<file path="config.mk">
export PLATFORM = sky130hd
export DESIGN_NAME = msc_ctrl
export DESIGN_NICKNAME = d
export VERILOG_FILES = /design/src/hw/rtl/msc_pkg.sv /design/src/hw/rtl/msc_ctrl.sv
export SDC_FILE = /design/constraint.sdc
export NUM_CORES = 1
export LEC_CHECK = 0
export BUFFER_PORTS_ARGS = -buffer_cell sky130_fd_sc_hd__buf_4
export CORE_AREA = 5 5 42 44
export DETAILED_ROUTE_END_ITERATION = 16
export DIE_AREA = 0 0 47 49
export MAX_ROUTING_LAYER = met4
export PLACE_DENSITY_LB_ADDON = 0.1
export SYNTH_ARGS = -nofsm -noshare
export SYNTH_HDL_FRONTEND = slang
export SYNTH_SLANG_ARGS = --single-unit
</file>
<file path="constraint.sdc">
create_clock -name clk_i -period 2.84 [get_ports clk_i]
set_clock_uncertainty 0.05 [all_clocks]
set_input_delay 0.426 -clock clk_i [delete_from_list [all_inputs] [get_ports clk_i]]
set_output_delay 0.426 -clock clk_i [all_outputs]
set_load 0.01 [all_outputs]
</file>
<file path="src/hw/rtl/msc_pkg.sv">
// shared codes and control types for the msi snooping cache controller
package msc_pkg;

  localparam int ADDR_W = 32;

  // request kinds
  localparam logic [2:0] KIND_PROC_RD  = 3'd0;
  localparam logic [2:0] KIND_PROC_WR  = 3'd1;
  localparam logic [2:0] KIND_SNOOP_RD = 3'd2;
  localparam logic [2:0] KIND_SNOOP_RDX = 3'd3;
  localparam logic [2:0] KIND_SNOOP_FLUSH = 3'd4;

  // bus operations
  localparam logic [1:0] OP_NONE  = 2'd0;
  localparam logic [1:0] OP_RD    = 2'd1;
  localparam logic [1:0] OP_RDX   = 2'd2;
  localparam logic [1:0] OP_FLUSH = 2'd3;

  // line states
  localparam logic [1:0] LS_INV = 2'd0;
  localparam logic [1:0] LS_SHR = 2'd1;
  localparam logic [1:0] LS_MOD = 2'd2;

  typedef struct packed {
    logic capture;
    logic commit;
    logic clear;
  } msc_cmd_t;

  typedef struct packed {
    logic clear_done;
    logic out_room;
  } msc_status_t;

endpackage

</file>
<file path="src/hw/rtl/msc_ctrl.sv">
// controller state machine: state clearing, request capture, lookup and commit
module msc_ctrl (
  input  logic                 clk_i,
  input  logic                 rst_ni,
  input  logic                 in_valid_i,
  output logic                 in_ready_o,
  input  msc_pkg::msc_status_t status_i,
  output msc_pkg::msc_cmd_t    cmd_o
);

  localparam logic [1:0] ST_CLEAR  = 2'd0;
  localparam logic [1:0] ST_IDLE   = 2'd1;
  localparam logic [1:0] ST_LOOKUP = 2'd2;

  logic [1:0] state_q, state_d;

  assign in_ready_o    = (state_q == ST_IDLE);
  assign cmd_o.clear   = (state_q == ST_CLEAR);
  assign cmd_o.capture = in_valid_i && (state_q == ST_IDLE);
  assign cmd_o.commit  = (state_q == ST_LOOKUP) && status_i.out_room;

  always_comb begin
    state_d = state_q;
    unique case (state_q)
      ST_CLEAR: begin
        if (status_i.clear_done) state_d = ST_IDLE;
      end
      ST_IDLE: begin
        if (in_valid_i) state_d = ST_LOOKUP;
      end
      ST_LOOKUP: begin
        // hold until the result buffer can take both results
        if (status_i.out_room) state_d = ST_IDLE;
      end
      default: state_d = ST_CLEAR;
    endcase
  end

  always_ff @(posedge clk_i or negedge rst_ni) begin
    if (!rst_ni) begin
      state_q <= ST_CLEAR;
    end else begin
      state_q <= state_d;
    end
  end

  a_clear_ends: assert property (@(posedge clk_i) disable iff (!rst_ni)
    (state_q == ST_CLEAR && status_i.clear_done) |=> (state_q == ST_IDLE))
    else $error("clearing pass did not hand over to idle");

endmodule

</file>
==> impl_metrics.json <==
{
  "wl_um": 334,
  "path_class": "reg2out",
  "worstMarginPinSlew_ps": 183,
  "drc": 0,
  "crit_chain": "and2b_2 -> buf_4",
  "hold_viol_final": 0,
  "dr.pass1.iters": 2,
  "yosysWarnings": 0,
  "ys_top_cells_by_area": "dfrtp_1, mux2i_1, and2b_2",
  "die-area_um2": 2300,
  "grt_start_max_net_pins": 7,
  "synth-seq-cells": 2,
  "setup_viol": 0,
  "synth-compound-area-share": 0.0761,
  "p_leak_uw": 0.000115,
  "crit_slowest_cell": "dfrtp_1",
  "layout.nets": 31,
  "area_growth_pct": 97.8,
  "cp.depth": 2,
  "critical-path-top-delay-family": "flip-flops",
  "yosysTopAreaCellShare": 0.435,
  "yosys.area_share.adder": 0,
  "fin_util": 0.163,
  "worst-r2r-cell-count": 2,
  "top_register": "state_q",
  "vias": 131,
  "die_y_um": 49,
  "tns_ps": 0,
  "grt_remaining_overflow": 0,
  "row_count": 14,
  "synth_seq_area_share": 0.435,
  "grt_setup_unrepaired": "no",
  "coreArea_um2": 1400,
  "critPathBufInv": 1,
  "synth_top_cell_by_area": "dfrtp_1",
  "cap_violations": 0,
  "synth.area.mux_share": 0.0870,
  "ir_drop_mv": 0.201,
  "postSynthAreaPerCell_um2": 9.59,
  "reg_top3": "state_q x2",
  "fin_crit_sh": 0.528,
  "synth_common_cells": "dfrtp_1, nor2_1",
  "grtUsageTotal": 0.0390,
  "drtIter0Drc": 1,
  "cts_max_path_buffers": 2,
  "synth_enable_flop_cells": 0,
  "required_ps": 2360,
  "yosys.area_share.simple": 0.370,
  "r2r_slack_ps": 1810,
  "hold_path_class": "in2reg",
  "critical_path.startpoint_type": "flip-flop",
  "cp.arrival_ps": 1020,
  "relSlewSlack": 0.878,
  "ys_async_sr_fraction": 1.00,
  "grt_pass1_wl_um": 552,
  "fmax_mhz": 666,
  "routedWlPerCell_um": 8.35,
  "synthFlopType": "dfrtp_1",
  "post_cts_resized": 0,
  "root_buffer": "clkbuf_4",
  "cts.clk_slew.worst_paths_ps": 30,
  "io_pins": 9,
  "clock-sinks": 2,
  "cts-buffers-inserted": 3,
  "status": "finished clean",
  "netlist_area_um2": 115,
  "antennaDiodeCount": 0,
  "io_buffers": 8,
  "insertion_delay_ps": 220,
  "synthCells": 12,
  "crit_path_end_kind": "output port",
  "antenna_found_initial": 0,
  "p_per_area_nw_per_um2": 956,
  "period_needed_ps": 1500,
  "h-tree-depth": 1,
  "worstPathMaxFanout": 6,
  "drive_gt1_frac": 0.500,
  "synth_top_family_by_area": "simple AND/OR/NAND/NOR gates",
  "worstHoldPathCells": 3,
  "syn_nets": 17,
  "grt_pass1_vias": 147,
  "cts_setup_buffers": 0,
  "cts_hold_buffers": 1,
  "place_ws_ps": 1520,
  "avgViaCountPerCell": 3.28,
  "setup_slack_ps": 1340,
  "slowest_delay_ps": 420,
  "fp.dieW_um": 47,
  "synth_cell_type_count": 10,
  "cts_tree": "done",
  "synth_xor_area_frac": 0,
  "ant_nets": 0,
  "place.gp.congestion": 0.599,
  "drv_slew": 0,
  "largest_reg_flops": 2,
  "start_util": 0.0821
}
[routing by layer]
layer	wire length [um]	GRT usage	vias up
li1	-	-	65
met1	153	0.0397	59
met2	126	0.0407	7
met3	54	0.0221	0
met4	0	0.0553	0
met5	0	-	-
[report_power, final]
group / total [uW] / switching (uW) / internal (uW)
sequential: 62.1 / 20.1 / 42.1
combinational: 95.5 / 37.3 / 58.2
clock: 60.2 / 13.7 / 46.4
[worst reg2reg max path: stages (launching register included)]
cell,delay [ps]
dfrtp_1,420
and3b_1,210
or2_1,230
[logic make-up (layout without fill, tap and decap cells)]
family	Yosys count	after routing
AO/OA/AOI/OAI	1	1
buffers and inverters	1	13
flip-flops	2	2
multiplexers	1	1
AND/OR/NAND/NOR	7	7
[area by class of cell]
cell class / instances / area [um2]
inverter: 1 / 3.75
sequential: 2 / 50.0
fill: 169 / 1170
tap: 16 / 20.0
timing repair buffer: 9 / 70.1
clock buffer: 3 / 22.5
multi-input combinational: 9 / 61.3
[cells in the final DEF (no fill, tap or decap), drive strengths merged]
cell type	instances
mux2i	1
o2bb2ai	1
clkbuf	3
and2b	1
and3b	1
or2	1
buf	8
dlygate4sd3	1
nand2	1
inv	1
dfrtp	2
nor3b	1
nor2	2
[worst paths after layout]
path,from,endpoint
max reg2reg,state_q[1]$_DFFE_PN0P_,state_q[1]$_DFFE_PN0P_
min,in_valid_i,state_q[0]$_DFFE_PN0P_
min in group asynchronous,rst_ni,state_q[1]$_DFFE_PN0P_
min reg2reg,state_q[0]$_DFFE_PN0P_,state_q[0]$_DFFE_PN0P_
max in group asynchronous,rst_ni,state_q[0]$_DFFE_PN0P_
max,state_q[1]$_DFFE_PN0P_,in_ready_o
[through the flow]
stage / instances / power, uW / hold slack (ps) / area [um2]
6_report: 40 / 218 / 433 / 228
5_1_grt: 40 / 238 / 432 / 228
4_1_cts: 40 / 226 / 429 / 228
3_5_place_dp: 36 / 160 / 160 / 195
3_3_place_gp: 36 / 163 / 158 / 195
2_1_floorplan: 12 / 108 / 80.4 / 115
Power figures use the tool's default switching activity.
